**src/rtl/flvtsr_pkg.sv**
```systemverilog
// ----------------------------------------------------------------------------
// FLV tag timestamp rewriter package
// Shared constants, parse phases, configuration and result bundle types.
// ----------------------------------------------------------------------------
`default_nettype none

package flvtsr_pkg;

   localparam int HEADER_BYTES      = 9;
   localparam int TIMED_STREAMS     = 2;
   localparam int IDX_W             = 4;
   localparam int PREV_SIZE_BYTES   = 4;
   localparam int DATA_SIZE_BYTES   = 3;
   localparam int TS_LOW_BYTES      = 3;
   localparam int STREAM_ID_BYTES   = 3;
   localparam int MAX_RESULTS       = 5;
   localparam int CNT_W             = 3;
   localparam int PAYLOAD_W         = 25;
   localparam int SIZE_W            = 24;

   localparam logic [7:0] TAG_AUDIO  = 8'd8;
   localparam logic [7:0] TAG_VIDEO  = 8'd9;
   localparam logic [7:0] TAG_SCRIPT = 8'd18;

   localparam int CSR_IDX_W = 2;
   localparam logic [CSR_IDX_W-1:0] CSR_FWD_LIMIT  = 2'd0;
   localparam logic [CSR_IDX_W-1:0] CSR_BACK_LIMIT = 2'd1;
   localparam logic [CSR_IDX_W-1:0] CSR_GAP_STEP   = 2'd2;

   localparam logic [15:0] FWD_LIMIT_RESET  = 16'd1000;
   localparam logic [15:0] BACK_LIMIT_RESET = 16'd5000;
   localparam logic [15:0] GAP_STEP_RESET   = 16'd10;

   typedef enum logic [2:0] {
      PH_HEADER,
      PH_PREFIX,
      PH_SIZE,
      PH_TS,
      PH_BODY,
      PH_ENDED
   } phase_type;

   typedef struct packed {
      logic [15:0] fwd_limit;
      logic [15:0] back_limit;
      logic [15:0] gap_step;
   } cfg_type;

   // Up to five results produced by one input item; entry 0 goes out first.
   typedef struct packed {
      logic [MAX_RESULTS-1:0][7:0] bytes;
      logic [CNT_W-1:0]            count;
      logic                        stream_end;
      logic [31:0]                 final_ts;
   } bundle_type;

endpackage

`default_nettype wire

```
**src/rtl/flvtsr_rewrite.sv**
```systemverilog
// ----------------------------------------------------------------------------
// FLV timestamp rewrite unit
// Computes the new output timestamp of one timed stream from its history.
// ----------------------------------------------------------------------------
`default_nettype none

module flvtsr_rewrite
   import flvtsr_pkg::*;
(
   input  wire logic [31:0] ts,
   input  wire logic [31:0] last_in,
   input  wire logic [31:0] last_out,
   input  wire logic        first,
   input  wire cfg_type     cfg,
   output logic [31:0]      new_out
);

   logic        forward;
   logic [31:0] step_fwd;
   logic [31:0] step_back;
   logic [31:0] sum_fwd;
   logic [31:0] sum_gap;
   logic [31:0] diff_back;

   // Both step directions and all candidate results are formed in parallel.
   assign forward   = (ts >= last_in);
   assign step_fwd  = ts - last_in;
   assign step_back = last_in - ts;
   assign sum_fwd   = last_out + step_fwd;
   assign sum_gap   = last_out + {16'd0, cfg.gap_step};
   assign diff_back = last_out - step_back;

   always_comb begin
      if (first) begin
         new_out = 32'd0;
      end else if (forward) begin
         new_out = (step_fwd > {16'd0, cfg.fwd_limit}) ? sum_gap : sum_fwd;
      end else if (step_back < {16'd0, cfg.back_limit}) begin
         // A backward step past zero is clamped to 1.
         new_out = (step_back > last_out) ? 32'd1 : diff_back;
      end else begin
         new_out = sum_gap;
      end
   end

endmodule

`default_nettype wire

```
**src/rtl/flvtsr_parse.sv**
```systemverilog
// ----------------------------------------------------------------------------
// FLV parser
// Tracks the file structure byte by byte and forms the results of each item.
// ----------------------------------------------------------------------------
`default_nettype none

module flvtsr_parse
   import flvtsr_pkg::*;
(
   input  wire logic       clock,
   input  wire logic       reset,
   input  wire logic       advance,
   input  wire logic [7:0] in_byte,
   input  wire logic       start_of_file,
   input  wire cfg_type    cfg,
   output bundle_type      bundle
);

   phase_type              phase_ff, phase_in, cur_phase;
   logic [IDX_W-1:0]       idx_ff, idx_in, cur_idx;
   logic [PAYLOAD_W-1:0]   left_ff, left_in, cur_left, left_dec;
   logic [SIZE_W-1:0]      size_ff, size_in, cur_size, size_shift;
   logic [31:0]            held_ff, held_in, cur_held;
   logic [7:0]             tag_ff, tag_in, cur_tag;
   logic [23:0]            tsacc_ff, tsacc_in, cur_tsacc;
   logic [31:0]            li_ff [TIMED_STREAMS];
   logic [31:0]            li_in [TIMED_STREAMS];
   logic [31:0]            lo_ff [TIMED_STREAMS];
   logic [31:0]            lo_in [TIMED_STREAMS];
   logic [TIMED_STREAMS-1:0] first_ff, first_in;

   logic        type_ok;
   logic        timed;
   logic        sel;
   logic [31:0] ts_full;
   logic [31:0] rw_out;
   logic [31:0] ts_out;

   // A start-of-file byte sees the cleared state and is handled as header byte 0.
   always_comb begin
      cur_phase = start_of_file ? PH_HEADER : phase_ff;
      cur_idx   = start_of_file ? '0 : idx_ff;
      cur_left  = start_of_file ? '0 : left_ff;
      cur_size  = start_of_file ? '0 : size_ff;
      cur_held  = start_of_file ? '0 : held_ff;
      cur_tag   = start_of_file ? '0 : tag_ff;
      cur_tsacc = start_of_file ? '0 : tsacc_ff;
   end

   assign type_ok    = (in_byte == TAG_AUDIO) || (in_byte == TAG_VIDEO) ||
                       (in_byte == TAG_SCRIPT);
   assign timed      = (cur_tag == TAG_AUDIO) || (cur_tag == TAG_VIDEO);
   assign sel        = cur_tag[0];
   assign ts_full    = {in_byte, cur_tsacc};
   assign size_shift = {cur_size[SIZE_W-9:0], in_byte};
   assign left_dec   = (cur_left != '0) ? cur_left - 1'b1 : '0;

   flvtsr_rewrite u_rewrite (
      .ts       (ts_full),
      .last_in  (start_of_file ? 32'd0 : li_ff[sel]),
      .last_out (start_of_file ? 32'd0 : lo_ff[sel]),
      .first    (start_of_file | first_ff[sel]),
      .cfg      (cfg),
      .new_out  (rw_out)
   );

   assign ts_out = timed ? rw_out : 32'd0;

   // Next phase.
   always_comb begin
      phase_in = cur_phase;
      unique case (cur_phase)
         PH_HEADER: begin
            if (cur_idx == IDX_W'(HEADER_BYTES - 1)) begin
               phase_in = PH_PREFIX;
            end
         end
         PH_PREFIX: begin
            if (cur_idx == IDX_W'(PREV_SIZE_BYTES)) begin
               phase_in = type_ok ? PH_SIZE : PH_ENDED;
            end
         end
         PH_SIZE: begin
            if (cur_idx == IDX_W'(DATA_SIZE_BYTES - 1)) begin
               phase_in = PH_TS;
            end
         end
         PH_TS: begin
            if (cur_idx == IDX_W'(TS_LOW_BYTES)) begin
               phase_in = PH_BODY;
            end
         end
         PH_BODY: begin
            if (left_dec == '0) begin
               phase_in = PH_PREFIX;
            end
         end
         PH_ENDED: phase_in = PH_ENDED;
         default:  phase_in = PH_HEADER;
      endcase
   end

   // Datapath state.
   always_comb begin
      idx_in   = cur_idx;
      left_in  = cur_left;
      size_in  = cur_size;
      held_in  = cur_held;
      tag_in   = cur_tag;
      tsacc_in = cur_tsacc;
      for (int s = 0; s < TIMED_STREAMS; s++) begin
         li_in[s]    = start_of_file ? 32'd0 : li_ff[s];
         lo_in[s]    = start_of_file ? 32'd0 : lo_ff[s];
         first_in[s] = start_of_file | first_ff[s];
      end
      unique case (cur_phase)
         PH_HEADER: begin
            idx_in = (cur_idx == IDX_W'(HEADER_BYTES - 1)) ? '0 : cur_idx + 1'b1;
         end
         PH_PREFIX: begin
            if (cur_idx != IDX_W'(PREV_SIZE_BYTES)) begin
               held_in = {cur_held[23:0], in_byte};
               idx_in  = cur_idx + 1'b1;
            end else begin
               idx_in = '0;
               tag_in = in_byte;
               if (type_ok) begin
                  held_in = '0;
                  size_in = '0;
               end
            end
         end
         PH_SIZE: begin
            size_in = size_shift;
            if (cur_idx == IDX_W'(DATA_SIZE_BYTES - 1)) begin
               idx_in   = '0;
               left_in  = {1'b0, size_shift} + PAYLOAD_W'(STREAM_ID_BYTES);
               tsacc_in = '0;
            end else begin
               idx_in = cur_idx + 1'b1;
            end
         end
         PH_TS: begin
            if (cur_idx != IDX_W'(TS_LOW_BYTES)) begin
               tsacc_in = {cur_tsacc[15:0], in_byte};
               idx_in   = cur_idx + 1'b1;
            end else begin
               idx_in = '0;
               if (timed) begin
                  li_in[sel]    = ts_full;
                  lo_in[sel]    = rw_out;
                  first_in[sel] = 1'b0;
               end
            end
         end
         PH_BODY: begin
            left_in = left_dec;
            if (left_dec == '0) begin
               idx_in  = '0;
               held_in = '0;
            end
         end
         PH_ENDED: begin
         end
         default: begin
         end
      endcase
   end

   // Results of the current item.
   always_comb begin
      bundle            = '0;
      bundle.bytes[0]   = in_byte;
      unique case (cur_phase)
         PH_HEADER, PH_SIZE, PH_BODY: begin
            bundle.count = CNT_W'(1);
         end
         PH_PREFIX: begin
            if (cur_idx == IDX_W'(PREV_SIZE_BYTES)) begin
               if (type_ok) begin
                  bundle.bytes[0] = cur_held[31:24];
                  bundle.bytes[1] = cur_held[23:16];
                  bundle.bytes[2] = cur_held[15:8];
                  bundle.bytes[3] = cur_held[7:0];
                  bundle.bytes[4] = in_byte;
                  bundle.count    = CNT_W'(5);
               end else begin
                  bundle.bytes[0]   = '0;
                  bundle.count      = CNT_W'(1);
                  bundle.stream_end = 1'b1;
                  bundle.final_ts   = lo_ff[0];
               end
            end
         end
         PH_TS: begin
            if (cur_idx == IDX_W'(TS_LOW_BYTES)) begin
               bundle.bytes[0] = ts_out[23:16];
               bundle.bytes[1] = ts_out[15:8];
               bundle.bytes[2] = ts_out[7:0];
               bundle.bytes[3] = ts_out[31:24];
               bundle.count    = CNT_W'(4);
            end
         end
         PH_ENDED: begin
         end
         default: begin
         end
      endcase
   end

   always_ff @(posedge clock) begin
      if (reset) begin
         phase_ff <= PH_HEADER;
         idx_ff   <= '0;
         left_ff  <= '0;
         size_ff  <= '0;
         held_ff  <= '0;
         tag_ff   <= '0;
         tsacc_ff <= '0;
         first_ff <= '1;
         for (int s = 0; s < TIMED_STREAMS; s++) begin
            li_ff[s] <= '0;
            lo_ff[s] <= '0;
         end
      end else if (advance) begin
         phase_ff <= phase_in;
         idx_ff   <= idx_in;
         left_ff  <= left_in;
         size_ff  <= size_in;
         held_ff  <= held_in;
         tag_ff   <= tag_in;
         tsacc_ff <= tsacc_in;
         first_ff <= first_in;
         for (int s = 0; s < TIMED_STREAMS; s++) begin
            li_ff[s] <= li_in[s];
            lo_ff[s] <= lo_in[s];
         end
      end
   end

endmodule

`default_nettype wire

```
**src/rtl/flv_tag_timestamp_rewriter.sv**
```systemverilog
// ----------------------------------------------------------------------------
// FLV tag timestamp rewriter
// Rewrites the audio and video tag timestamps of an FLV byte stream.
// ----------------------------------------------------------------------------
// Bytes enter through an input register, are parsed combinationally, and their
// results (none, one, four or five bytes) go to a result register that drains
// one result per cycle while the output is not stalled. A one-result byte
// (header, size, stream id or payload) is then taken every cycle. The byte
// ending a tag prefix yields five results, the last timestamp byte four, sent
// in turn on the single result port as the next byte waits; these balance
// against the held prefix and timestamp bytes giving none, so the unstalled
// long-run rate is one byte per cycle. The configuration port is always ready.
`default_nettype none

module flv_tag_timestamp_rewriter
   import flvtsr_pkg::*;
(
   input  wire logic                 clock,
   input  wire logic                 reset,

   input  wire logic                 req_valid,
   output logic                      req_stall,
   input  wire logic [7:0]           req_in_byte,
   input  wire logic                 req_start_of_file,

   output logic                      rsp_valid,
   input  wire logic                 rsp_stall,
   output logic [7:0]                rsp_out_byte,
   output logic                      rsp_byte_valid,
   output logic                      rsp_stream_end,
   output logic [31:0]               rsp_final_audio_ts,
   output logic                      rsp_last_of_run,

   input  wire logic                 csr_valid,
   output logic                      csr_ready,
   input  wire logic [CSR_IDX_W-1:0] csr_index,
   input  wire logic [15:0]          csr_data
);

   cfg_type     cfg_ff;
   logic        pipe_valid_ff;
   logic [7:0]  pipe_byte_ff;
   logic        pipe_sof_ff;
   bundle_type  bundle;
   bundle_type  out_ff;
   logic        take;
   logic        load_ok;
   logic        advance;
   logic        load;

   assign csr_ready = 1'b1;

   always_ff @(posedge clock) begin
      if (reset) begin
         cfg_ff.fwd_limit  <= FWD_LIMIT_RESET;
         cfg_ff.back_limit <= BACK_LIMIT_RESET;
         cfg_ff.gap_step   <= GAP_STEP_RESET;
      end else if (csr_valid && csr_ready) begin
         unique case (csr_index)
            CSR_FWD_LIMIT:  cfg_ff.fwd_limit  <= csr_data;
            CSR_BACK_LIMIT: cfg_ff.back_limit <= csr_data;
            CSR_GAP_STEP:   cfg_ff.gap_step   <= csr_data;
            default: begin
            end
         endcase
      end
   end

   assign take    = rsp_valid && !rsp_stall;
   // The result register can take a new run when empty or when its last result is being taken.
   assign load_ok = (out_ff.count == '0) || ((out_ff.count == CNT_W'(1)) && !rsp_stall);
   assign advance = pipe_valid_ff && ((bundle.count == '0) || load_ok);
   assign load    = pipe_valid_ff && (bundle.count != '0) && load_ok;
   assign req_stall = pipe_valid_ff && !advance;

   always_ff @(posedge clock) begin
      if (reset) begin
         pipe_valid_ff <= 1'b0;
      end else if (!req_stall) begin
         pipe_valid_ff <= req_valid;
      end
   end

   always_ff @(posedge clock) begin
      if (req_valid && !req_stall) begin
         pipe_byte_ff <= req_in_byte;
         pipe_sof_ff  <= req_start_of_file;
      end
   end

   flvtsr_parse u_parse (
      .clock         (clock),
      .reset         (reset),
      .advance       (advance),
      .in_byte       (pipe_byte_ff),
      .start_of_file (pipe_sof_ff),
      .cfg           (cfg_ff),
      .bundle        (bundle)
   );

   always_ff @(posedge clock) begin
      if (reset) begin
         out_ff.count <= '0;
      end else if (load) begin
         out_ff <= bundle;
      end else if (take) begin
         out_ff.count <= out_ff.count - 1'b1;
         out_ff.bytes <= {8'd0, out_ff.bytes[MAX_RESULTS-1:1]};
      end
   end

   assign rsp_valid          = (out_ff.count != '0);
   assign rsp_out_byte       = out_ff.bytes[0];
   assign rsp_byte_valid     = !out_ff.stream_end;
   assign rsp_stream_end     = out_ff.stream_end;
   assign rsp_final_audio_ts = out_ff.final_ts;
   assign rsp_last_of_run    = (out_ff.count == CNT_W'(1));

endmodule

`default_nettype wire
```
**config.mk**
```make
export PLATFORM = sky130hd
export DESIGN_NAME = flv_tag_timestamp_rewriter
export DESIGN_NICKNAME = d
export VERILOG_FILES = /design/src/rtl/flvtsr_pkg.sv /design/src/rtl/flvtsr_rewrite.sv /design/src/rtl/flvtsr_parse.sv /design/src/rtl/flv_tag_timestamp_rewriter.sv
export SDC_FILE = /design/constraint.sdc
export NUM_CORES = 1
export LEC_CHECK = 0
export BUFFER_PORTS_ARGS = -buffer_cell sky130_fd_sc_hd__buf_2
export CORE_UTILIZATION = 25
export CTS_CLUSTER_SIZE = 20
export DETAILED_ROUTE_END_ITERATION = 10
export GPL_ROUTABILITY_DRIVEN = 0
export PLACE_DENSITY = 0.47
export REMOVE_ABC_BUFFERS = 1
export SETUP_SLACK_MARGIN = 0.1
export SKIP_LAST_GASP = 1
export SLEW_MARGIN = 30
export SYNTH_ARGS = -nofsm -noshare
export SYNTH_HDL_FRONTEND = slang
export SYNTH_HIERARCHICAL = 1
export SYNTH_SLANG_ARGS = --single-unit
export TNS_END_PERCENT = 30
```
**constraint.sdc**
```tcl
create_clock -name clock -period 11.5 [get_ports clock]
set_clock_uncertainty 0.1 [all_clocks]
set_input_delay 1.15 -clock clock [delete_from_list [all_inputs] [get_ports clock]]
set_output_delay 1.15 -clock clock [all_outputs]
set_load 0.01 [all_outputs]
```
After elaboration in Yosys (flattened, before gate mapping):

Memory sizes are Yosys's and may differ from the RTL's.
Cells that the tools add are included.

* $add $sub $neg: 9
* reductions and logical operators: 35
* bitwise operators: 13
* eq/ne operators: 19
* multiplexer cells: 83
* order comparisons: 8

Operator list (count)
* $mux W32: 22
* $mux W64: 6
* $mux W24: 6
* $bwmux W64: 2
* $pmux W32 S2: 2
* $pmux W24 S2: 2
* $sub A32 B32 Y32: 3
* $mux W43: 2
* $mux W76: 1
* $mux W25: 3
* $pmux W25 S2: 1
* $mux W35: 1
* $mux W33: 1
* $add A32 B16 Y32: 1
* $add A32 B32 Y32: 1
* $demux W32 S1: 1
* $eq A8 B4 Y1 const B: 4
* $ge A32 B32 Y1: 1
* $gt A32 B16 Y1: 1
* $gt A32 B32 Y1: 1
* $lt A32 B16 Y1: 1
* $mux W8: 4
* $add A24 B2 Y25 const B: 1
* $logic_not A25 Y1: 1
* other kinds (42): 98

* bits in registers: 256
* memories: 2
* output and inout port bits: 46
* RAM bits: 128
* word-level logic and storage cells: 191

Memory list
* u_parse.li_ff: depth 2, bits a word 32, rd ports 3, clocked after Yosys merged registers in 0, write ports 2, line flvtsr_parse.sv:26 `logic [31:0] li_ff [TIMED_STREAMS];`
* u_parse.lo_ff: depth 2, bits a word 32, rd ports 3, clocked after Yosys merged registers in 0, write ports 2, line flvtsr_parse.sv:28 `logic [31:0] lo_ff [TIMED_STREAMS];`

Depth between registers and ports, before layout:

Gate-level depths: netlist (run 1).
An unclocked memory read counts as a cell.

* word-level depth: 19
* depth in mapped cells: 33

Modules after synthesis:

Netlist (run 1), hierarchy kept.

By module, submodules not included
* flvtsr_parse: cells an instance 1659, area each 14281.2 um2, instances 1
* flvtsr_rewrite: cells an instance 1514, area each 10436.3 um2, instances 1
* flv_tag_timestamp_rewriter: cells an instance 421, area each 5265.0 um2, instances 1

Least setup slack after synthesis (run 1):

Ideal clock, no wire load.

* path kind: register -> register
* start point: register pipe_sof_ff
* end point: register out_ff, in the netlist rsp_out_byte[2], data pin
* required time: 11.140 ns
* stages on the path, launching flop included: 31
* arrival: 6.655 ns
* path slack: 4.485 ns
* cell sequence: edfxtp_1 -> clkbuf_1 -> clkbuf_1 -> clkbuf_1 -> clkbuf_1 -> buf_1 -> nor2_1 -> ha_1 -> buf_6 -> a211oi_1 -> nor2_1 -> o41a_1 -> o21ai_0 -> nand2_1 -> xor2_1 -> inv_1 -> ha_1 -> a21o_1 -> a21o_1 -> a21oi_1 -> o31ai_1 -> a311o_1 -> o211ai_1 -> a211oi_1 -> o21ai_2 -> a21boi_4 -> buf_6 -> a211oi_1 -> nor3_1 -> a221o_1 -> mux2_2

RTL lines
* start: declaration: line flv_tag_timestamp_rewriter.sv:43 `logic pipe_sof_ff;`
* start signal: assignment: line flv_tag_timestamp_rewriter.sv:87 `pipe_sof_ff <= req_start_of_file;`
* end signal: assignment: line flv_tag_timestamp_rewriter.sv:105 `out_ff <= bundle;`
* end: declaration: line flv_tag_timestamp_rewriter.sv:45 `bundle_type out_ff;`

==> flow_summary.toml, run 1 <==
[run_status]
status = "complete, no violations"

[synth]
synthesis.yosys.warnings = 6
syn_avg_cell_area_um2 = 8.34
postSynth.asyncResetShare = 0
netlist_instances = 3594
most_common_flop_cell_mapped_by_yosys = "sky130_fd_sc_hd__edfxtp_1"
post_synth_instance_area_mm2 = 0.0300
yosys_register_bits = 376
yosysSeqAreaShare = 0.321
synth_edf_count = 210
synth.lib_cells_used.distinct = 124

[sta]
finalSetupTns_ns = 0
finalHoldViolCount = 0
drv_slew = 0
relSlewSlack = 0.314
tightestPinTransition_ns = 1.02
maxClockFrequency_mhz = 129
rsz0062_at_grt = "false"
timing.final.crit_period_ns = 7.75
final.period_utilization = 0.674
timing.final.setup_violations = 0

[clocking]
clk-insertion-delay-late_ns = 0.63
clk_pin_slew_ns = 0.06
cts_max_path_buffers = 3
cts_hold_buffers = 0
clock_tree.root_cell = "sky130_fd_sc_hd__clkbuf_16"
cts_buffers = 44
post_cts.resized_instances = 0
cts_num_sinks = 376
tritoncts_clock_tree = "yes"
htree_levels = 2
postCtsSetupRepairBufs = 0

[critical_path]
critPathRequiredTime_ns = 11.88
ff2ff_setup_slack_ns = 3.75
worstSetupEndpointType = "flop"
worstRegToRegCells = 25
worstSetupStartpointType = "flop"
critical_path_arrival_ns = 8.13
worstSetupStartpoint = "u_parse/tag_ff[0]"
reg2reg_to = "out_ff[52]"
destination_of_the_critical_timing_path = "out_ff[52]"
rr_startpoint = "u_parse/tag_ff[0]"
kind_of_critical_path = "flop to flop"
critical_path_peak_fanout = 44

[power]
cellLeakagePower_uw = 0.0124
cellPowerDensity_mw_per_mm2 = 180
power.total_uw = 5940
ir_drop_uv = 97.7

[floorplan]
die_height_um = 348
floorplan.initialDensity = 0.253
die-width_um = 348
coreArea_mm2 = 0.119
row_count = 126
design.die.area_mm2 = 0.121
ioPinCount = 78

[grt]
antenna_found_initial = 1
grt_max_degree = 93
grt_pass1_vias = 24864
globalRouteTotalUtil = 0.178
globalRoute.totalOverflow = 0
grt_pass1_wl_um = 165000

[layout]
nNetsFinal = 3719
layout-area-overhead-vs-synth_pct = 10.2
fillerInstances = 12850
layout-drive-gt1-share = 0.101

[place]
place.detailed.hpwl_um = 82700
buffer_ports.inserted = 76

[detailed_routing]
post_drt_wl_per_cell_um = 21.6
drt-total-wl_um = 111000
vias = 26811
initialDrtViolationCount = 2228
detail_route.vias_per_cell = 5.22
antenna_violating_nets_post_route = 0
drt-pass1-iter-count = 7
post-route-drc-count = 0

[flow_run]
drv.max_cap_violation_count = 0

[min_path]
worstHoldPathType = "flop to flop"
## per-layer routing
metal,track usage,wire length [um],vias to the layer above
met5,0,0,-
met4,0.0491,2920,0
met3,0.0195,5730,139
met2,0.293,51700,846
met1,0.244,50800,12999
li1,-,-,12827
## worst max-delay path: stages (launching register included)
cell and delay (ns):
sky130_fd_sc_hd__dfxtp_4 0.75, sky130_fd_sc_hd__mux2i_1 0.30, sky130_fd_sc_hd__nor2_1 0.09, sky130_fd_sc_hd__ha_1 0.58, sky130_fd_sc_hd__o211ai_1 0.15, sky130_fd_sc_hd__a21oi_1 0.31, sky130_fd_sc_hd__o21a_1 0.22, sky130_fd_sc_hd__a21o_1 0.12
sky130_fd_sc_hd__a21oi_1 0.08, sky130_fd_sc_hd__xnor2_1 0.48, sky130_fd_sc_hd__ha_1 0.36, sky130_fd_sc_hd__a21o_1 0.18, sky130_fd_sc_hd__a21o_1 0.16, sky130_fd_sc_hd__a21o_1 0.16, sky130_fd_sc_hd__a21oi_1 0.14, sky130_fd_sc_hd__nor2_1 0.05
sky130_fd_sc_hd__o31a_1 0.35, sky130_fd_sc_hd__nor4_1 0.23, sky130_fd_sc_hd__nand4_1 0.15, sky130_fd_sc_hd__or4b_2 0.63, sky130_fd_sc_hd__buf_4 0.33, sky130_fd_sc_hd__nand2b_4 0.25, sky130_fd_sc_hd__and2_4 0.19, sky130_fd_sc_hd__a221oi_2 0.78
sky130_fd_sc_hd__a22o_1 0.23, sky130_fd_sc_hd__mux2_2 0.14
## sequential cells by signal (all words and copies together) (netlist names), 3 cells and up
signal              count
u_parse/held_ff        32
rsp_final_audio_ts     32
cfg_ff                 48
u_parse/tag_ff          8
u_parse/idx_ff          4
rsp_out_byte            8
u_parse/tsacc_ff       24
u_parse/phase_ff        3
pipe_byte_ff            8
u_parse/li_ff          64
out_ff                 35
u_parse/size_ff        16
u_parse/left_ff        25
u_parse/lo_ff          64
## cells in the mapped netlist, drive strengths merged, types with 54 or more instances
master / number / share of area
a21o: 62 / 0.016
clkbuf: 154 / 0.019
edfxtp: 210 / 0.21
buf: 111 / 0.025
ha: 178 / 0.074
nor3: 64 / 0.011
nor2b: 56 / 0.012
dfxtp: 166 / 0.11
and2: 62 / 0.013
mux2i: 90 / 0.030
and3: 70 / 0.015
o21ai: 190 / 0.032
inv: 188 / 0.024
nand3: 78 / 0.013
xnor2: 87 / 0.025
a22o: 83 / 0.024
nand2: 381 / 0.048
a21oi: 354 / 0.060
nor2: 329 / 0.041
a211oi: 77 / 0.024
xor2: 54 / 0.016
## report_power, final
group          leakage (uW)  switching [uW]  internal [uW]
combinational       0.00819            1800            986
clock              0.000705             628            821
sequential          0.00347             105           1600
total                0.0124            2540           3400
## cells in the final DEF (no fill, tap or decap), types with 53 or more instances in the layout
cell type,instances
sky130_fd_sc_hd__o21ai_0,172
sky130_fd_sc_hd__a21oi_1,350
sky130_fd_sc_hd__buf_2,75
sky130_fd_sc_hd__xnor2_1,87
sky130_fd_sc_hd__dfxtp_1,165
sky130_fd_sc_hd__nor2b_1,55
sky130_fd_sc_hd__and3_1,70
sky130_fd_sc_hd__mux2i_1,90
sky130_fd_sc_hd__inv_1,186
sky130_fd_sc_hd__nand2_1,376
sky130_fd_sc_hd__nor2_1,318
sky130_fd_sc_hd__a211oi_1,53
sky130_fd_sc_hd__nor3_1,61
sky130_fd_sc_hd__edfxtp_1,210
sky130_fd_sc_hd__xor2_1,54
sky130_fd_sc_hd__a21o_1,59
sky130_fd_sc_hd__ha_1,178
sky130_fd_sc_hd__a22o_1,83
sky130_fd_sc_hd__nand3_1,77
## layout make-up
cell class              count  area (um^2)  share of cell area
multi-input cells        2769        18500               0.559
flip-flops and latches    376         9630               0.292
well taps                1600         2000              0.0606
clock buffers              54         1170              0.0353
repair buffers            125          771              0.0233
inverters                 188          711              0.0215
clock inverters            28          294             0.00890
diodes                      1         2.50           0.0000757
## worst min-delay path by stage
stage / endpoint / cells after the start / startpoint
2_1_floorplan: cfg_ff[16] / 2 / cfg_ff[16]
3_3_place_gp: cfg_ff[29] / 2 / cfg_ff[29]
3_5_place_dp: cfg_ff[30] / 2 / cfg_ff[30]
4_1_cts: cfg_ff[30] / 2 / cfg_ff[30]
5_1_grt: cfg_ff[43] / 2 / cfg_ff[43]
6_report: cfg_ff[34] / 2 / cfg_ff[34]
## per-stage QoR
stage / hold WS [ns] / worst slack (ns) / util / cell area [um^2] / cells
detailed placement: 0.347 / 3.84 / 0.266 / 31600 / 5057
global route: 0.379 / 3.13 / 0.279 / 33000 / 5140
global placement: 0.345 / 3.88 / 0.266 / 31500 / 5057
CTS: 0.355 / 3.77 / 0.278 / 33000 / 5139
floorplan: 0.327 / 0.889 / - / 28700 / 3333
finish: 0.354 / 3.75 / 0.279 / 33000 / 5141
## cell families (layout without fill, tap and decap cells)
kind of cell | after synthesis | after routing | share of synthesized area
compound gates | 1088 | 1088 | 0.246
xor+xnor | 143 | 143 | 0.0427
fa+ha+maj | 186 | 186 | 0.0786
buf+inv | 453 | 395 | 0.0678
flops | 376 | 376 | 0.321
mux | 127 | 127 | 0.0441
other cells | 2 | 7 | 0.000250
simple gates | 1219 | 1219 | 0.199
Power figures use the tool's default switching activity.
==> run 2: changes to the inputs <==
--- a/config.mk
+++ b/config.mk
@@ -5,12 +5,13 @@
 export SDC_FILE = /design/constraint.sdc
 export NUM_CORES = 1
 export LEC_CHECK = 0
+export ABC_AREA = 1
 export BUFFER_PORTS_ARGS = -buffer_cell sky130_fd_sc_hd__buf_2
 export CORE_UTILIZATION = 25
 export CTS_CLUSTER_SIZE = 20
 export DETAILED_ROUTE_END_ITERATION = 10
 export GPL_ROUTABILITY_DRIVEN = 0
-export PLACE_DENSITY = 0.47
+export PLACE_DENSITY = 0.48
 export REMOVE_ABC_BUFFERS = 1
 export SETUP_SLACK_MARGIN = 0.1
 export SKIP_LAST_GASP = 1
==> constraint.sdc (replaced) <==
create_clock -name clock -period 6.35 [get_ports clock]
set_clock_uncertainty 0.1 [all_clocks]
set_input_delay 0.635 -clock clock [delete_from_list [all_inputs] [get_ports clock]]
set_output_delay 0.635 -clock clock [all_outputs]
set_load 0.01 [all_outputs]
==> run 2 against run 1 <==
  * Non-clock buffer count up 97
  * Core utilization increased by 0.79 points
  * Cell count grew 23%
  * Sequential cell count unchanged
  * Maximum frequency is 30% higher
  * Register-to-register slack got worse by 3.3 ns
  * Critical endpoint is now out_ff[65]
  * Routed wire length up 15%
  * Highest routed layer is now met5
  * First-iteration DRC count increased by 34%
  * Sequential share of layout area is 2.1 points lower
==> flow_summary.toml, run 2 <==
[run_status]
status = "complete, no violations"

[sta]
hold-worst-slack_ns = 0.0875
maxClockFrequency_mhz = 168
drv_slew = 0
tightestPinTransition_ns = 1.02
rsz0062_at_grt = "true"
relSlewSlack = 0.318
finalHoldViolCount = 0
final.period_utilization = 0.937
timing.final.crit_period_ns = 5.95
timing.final.setup_violations = 0

[clocking]
cts_buffers = 46
tritoncts_clock_tree = "yes"
clk-insertion-delay-late_ns = 0.64
cts_max_path_buffers = 3
cts_num_sinks = 376
htree_levels = 2
cts_hold_buffers = 0
clk_pin_slew_ns = 0.06
clock_tree.root_cell = "sky130_fd_sc_hd__clkbuf_16"

[floorplan]
coreArea_mm2 = 0.124
floorplan.initialDensity = 0.253
die-width_um = 357
die_height_um = 357
ioPinCount = 78
design.die.area_mm2 = 0.127
row_count = 129

[critical_path]
worst_path_max_stage_delay_ns = 0.49
critical_path.most_common_cell = "sky130_fd_sc_hd__nand2_1"
critPathRequiredTime_ns = 6.63
critical_path_arrival_ns = 6.23
max_stage_delay_cell_worst_path = "sky130_fd_sc_hd__edfxtp_1"
worstPathBufferInverterCount = 5
worstSetupEndpointType = "flop"
rr_startpoint = "pipe_sof_ff"
worstSetupStartpoint = "pipe_sof_ff"
kind_of_critical_path = "flop to flop"
worstSetupStartpointType = "flop"
critical_path.top_delay_family = "simple AND/OR/NAND/NOR gates"
critical_path_peak_fanout = 18

[flow_run]
drv.max_cap_violation_count = 0

[synth]
post_synth_instance_area_mm2 = 0.0315
synth.lib_cells_used.distinct = 72
most_common_flop_cell_mapped_by_yosys = "sky130_fd_sc_hd__edfxtp_1"
syn_avg_cell_area_um2 = 6.83
yosysTopAreaCellShare = 0.201
post_synth_most_frequent_cells = "sky130_fd_sc_hd__nand2_1, sky130_fd_sc_hd__inv_1, sky130_fd_sc_hd__nor2_1, sky130_fd_sc_hd__a21oi_1, sky130_fd_sc_hd__o21ai_0"
yosysSeqAreaShare = 0.306
netlist_instances = 4606
synthesis.yosys.warnings = 6
yosys_register_bits = 376
synth.most_common_cell = "sky130_fd_sc_hd__nand2_1"
synth_edf_count = 210
postSynth.asyncResetShare = 0
synth.top_cells.by_area = "sky130_fd_sc_hd__edfxtp_1, sky130_fd_sc_hd__nand2_1, sky130_fd_sc_hd__dfxtp_1"
synth_top_cell_by_area = "sky130_fd_sc_hd__edfxtp_1"

[place]
place.detailed.hpwl_um = 98300
dpl-instance-area_mm2 = 0.0339
placed_cells = 6232
buffer_ports.inserted = 76

[detailed_routing]
post-route-drc-count = 0
vias = 31437
initialDrtViolationCount = 2985
drt-total-wl_um = 127000
post_drt_wl_per_cell_um = 20.2
drt-pass1-iter-count = 8
antenna_violating_nets_post_route = 0
detail_route.vias_per_cell = 4.97

[grt]
grt_pass1_wl_um = 190000
globalRoute.totalOverflow = 0
globalRouteTotalUtil = 0.195
grt_max_degree = 80
grt_pass1_vias = 29627
antenna_found_initial = 8

[layout]
final_common_cell = "sky130_fd_sc_hd__nand2_1"
fin_util = 0.287
reg_top3 = "u_parse/li_ff (64), u_parse/lo_ff (64), cfg_ff (48)"
post_route_insts_no_fill = 6321
layout-drive-gt1-share = 0.111
finish.instance_area_mm2 = 0.0356
mostFrequentLayoutCells = "sky130_fd_sc_hd__nand2_1, sky130_fd_sc_hd__inv_1, sky130_fd_sc_hd__nor2_1, sky130_fd_sc_hd__a21oi_1, sky130_fd_sc_hd__o21ai_0"
nNetsFinal = 4859
layout-area-overhead-vs-synth_pct = 13.3

[power]
cellLeakagePower_uw = 0.0158
power.total_uw = 10800
cellPowerDensity_mw_per_mm2 = 302
ir_drop_uv = 232

[min_path]
worstHoldPathType = "input pin to flop"
timing.hold.worst.start = "req_in_byte[7]"
run 2: cell count changes in the layout (fill, tap and decap cells not counted), sizes merged, moves of 97 or more:
cell / previous run / this run
buf: 125 / 222
o21ai: 190 / 350
nor2: 329 / 478
nand2: 381 / 1172
nand3: 78 / 197
o22ai: 11 / 122
inv: 190 / 668
run 2: logic make-up (layout without fill, tap and decap cells):
logic type | count (synthesis) | after routing | synth area share
buffers and inverters | 907 | 979 | 0.121
AND/OR/NAND/NOR | 2004 | 2004 | 0.276
AO/OA/AOI/OAI | 998 | 998 | 0.185
XOR/XNOR | 136 | 136 | 0.0386
adder cells (fa/ha/maj) | 183 | 183 | 0.0740
flip-flops | 376 | 376 | 0.306
other | 2 | 8 | 0.000239
run 2: where the power goes:
group	switching, uW	total [uW]	internal (uW)
logic	3440	4940	1510
clock network	1220	2760	1550
registers	145	3060	2920
run 2: layer usage:
metal  track usage  vias to the layer above  wire, um  share of wire
met2         0.321                     1070     58600           0.46
met1         0.264                    14950     56800           0.45
li1              -                    15215         -              -
met3        0.0249                      190      7830          0.061
met4        0.0612                       12      4200          0.033
met5             0                        -        70        0.00055
run 2: stage by stage:
step                setup slack, ns   TNS, ns
floorplan                     -5.50  -1804.92
global placement              0.149         0
detailed placement            0.173         0
CTS                           0.150         0
global route                 0.0913         0
finish                        0.399         0
run 2: what timing repair did:
item	in CTS	in global routing
endpoints found under the setup margin	0	69
resized for setup	0	37
buffers inserted	0	1
hold endpoints to repair	0	0
run 2: cell type report:
| class | count | area, um^2 |
|---|---|---|
| well taps | 1637 | 2050 |
| flip-flops and latches | 376 | 9630 |
| multi-input cells | 3327 | 18200 |
| clock buffers | 59 | 1260 |
| fillers | 13801 | 88700 |
| diodes | 2 | 5.00 |
| inverters | 671 | 2540 |
| clock inverters | 27 | 268 |
| repair buffers | 222 | 1620 |
run 2: worst reg2reg max path, delay by kind of cell (launching register included):
kind / cells / cell delay [ns]
XOR/XNOR: 1 / 0.28
AND/OR/NAND/NOR: 19 / 2.20
AO/OA/AOI/OAI: 5 / 0.99
buffers and inverters: 5 / 0.93
adder cells (fa/ha/maj): 2 / 0.72
flip-flops: 1 / 0.49
run 2: worst paths after layout:
path | cells past startpoint | slack [ns] | end
worst max-delay path | 32 | 0.40 | out_ff[65]
worst min-delay path | 1 | 0.09 | pipe_byte_ff[7]
worst max register to register | 32 | 0.40 | out_ff[65]
worst min register to register | 2 | 0.35 | u_parse/held_ff[13]
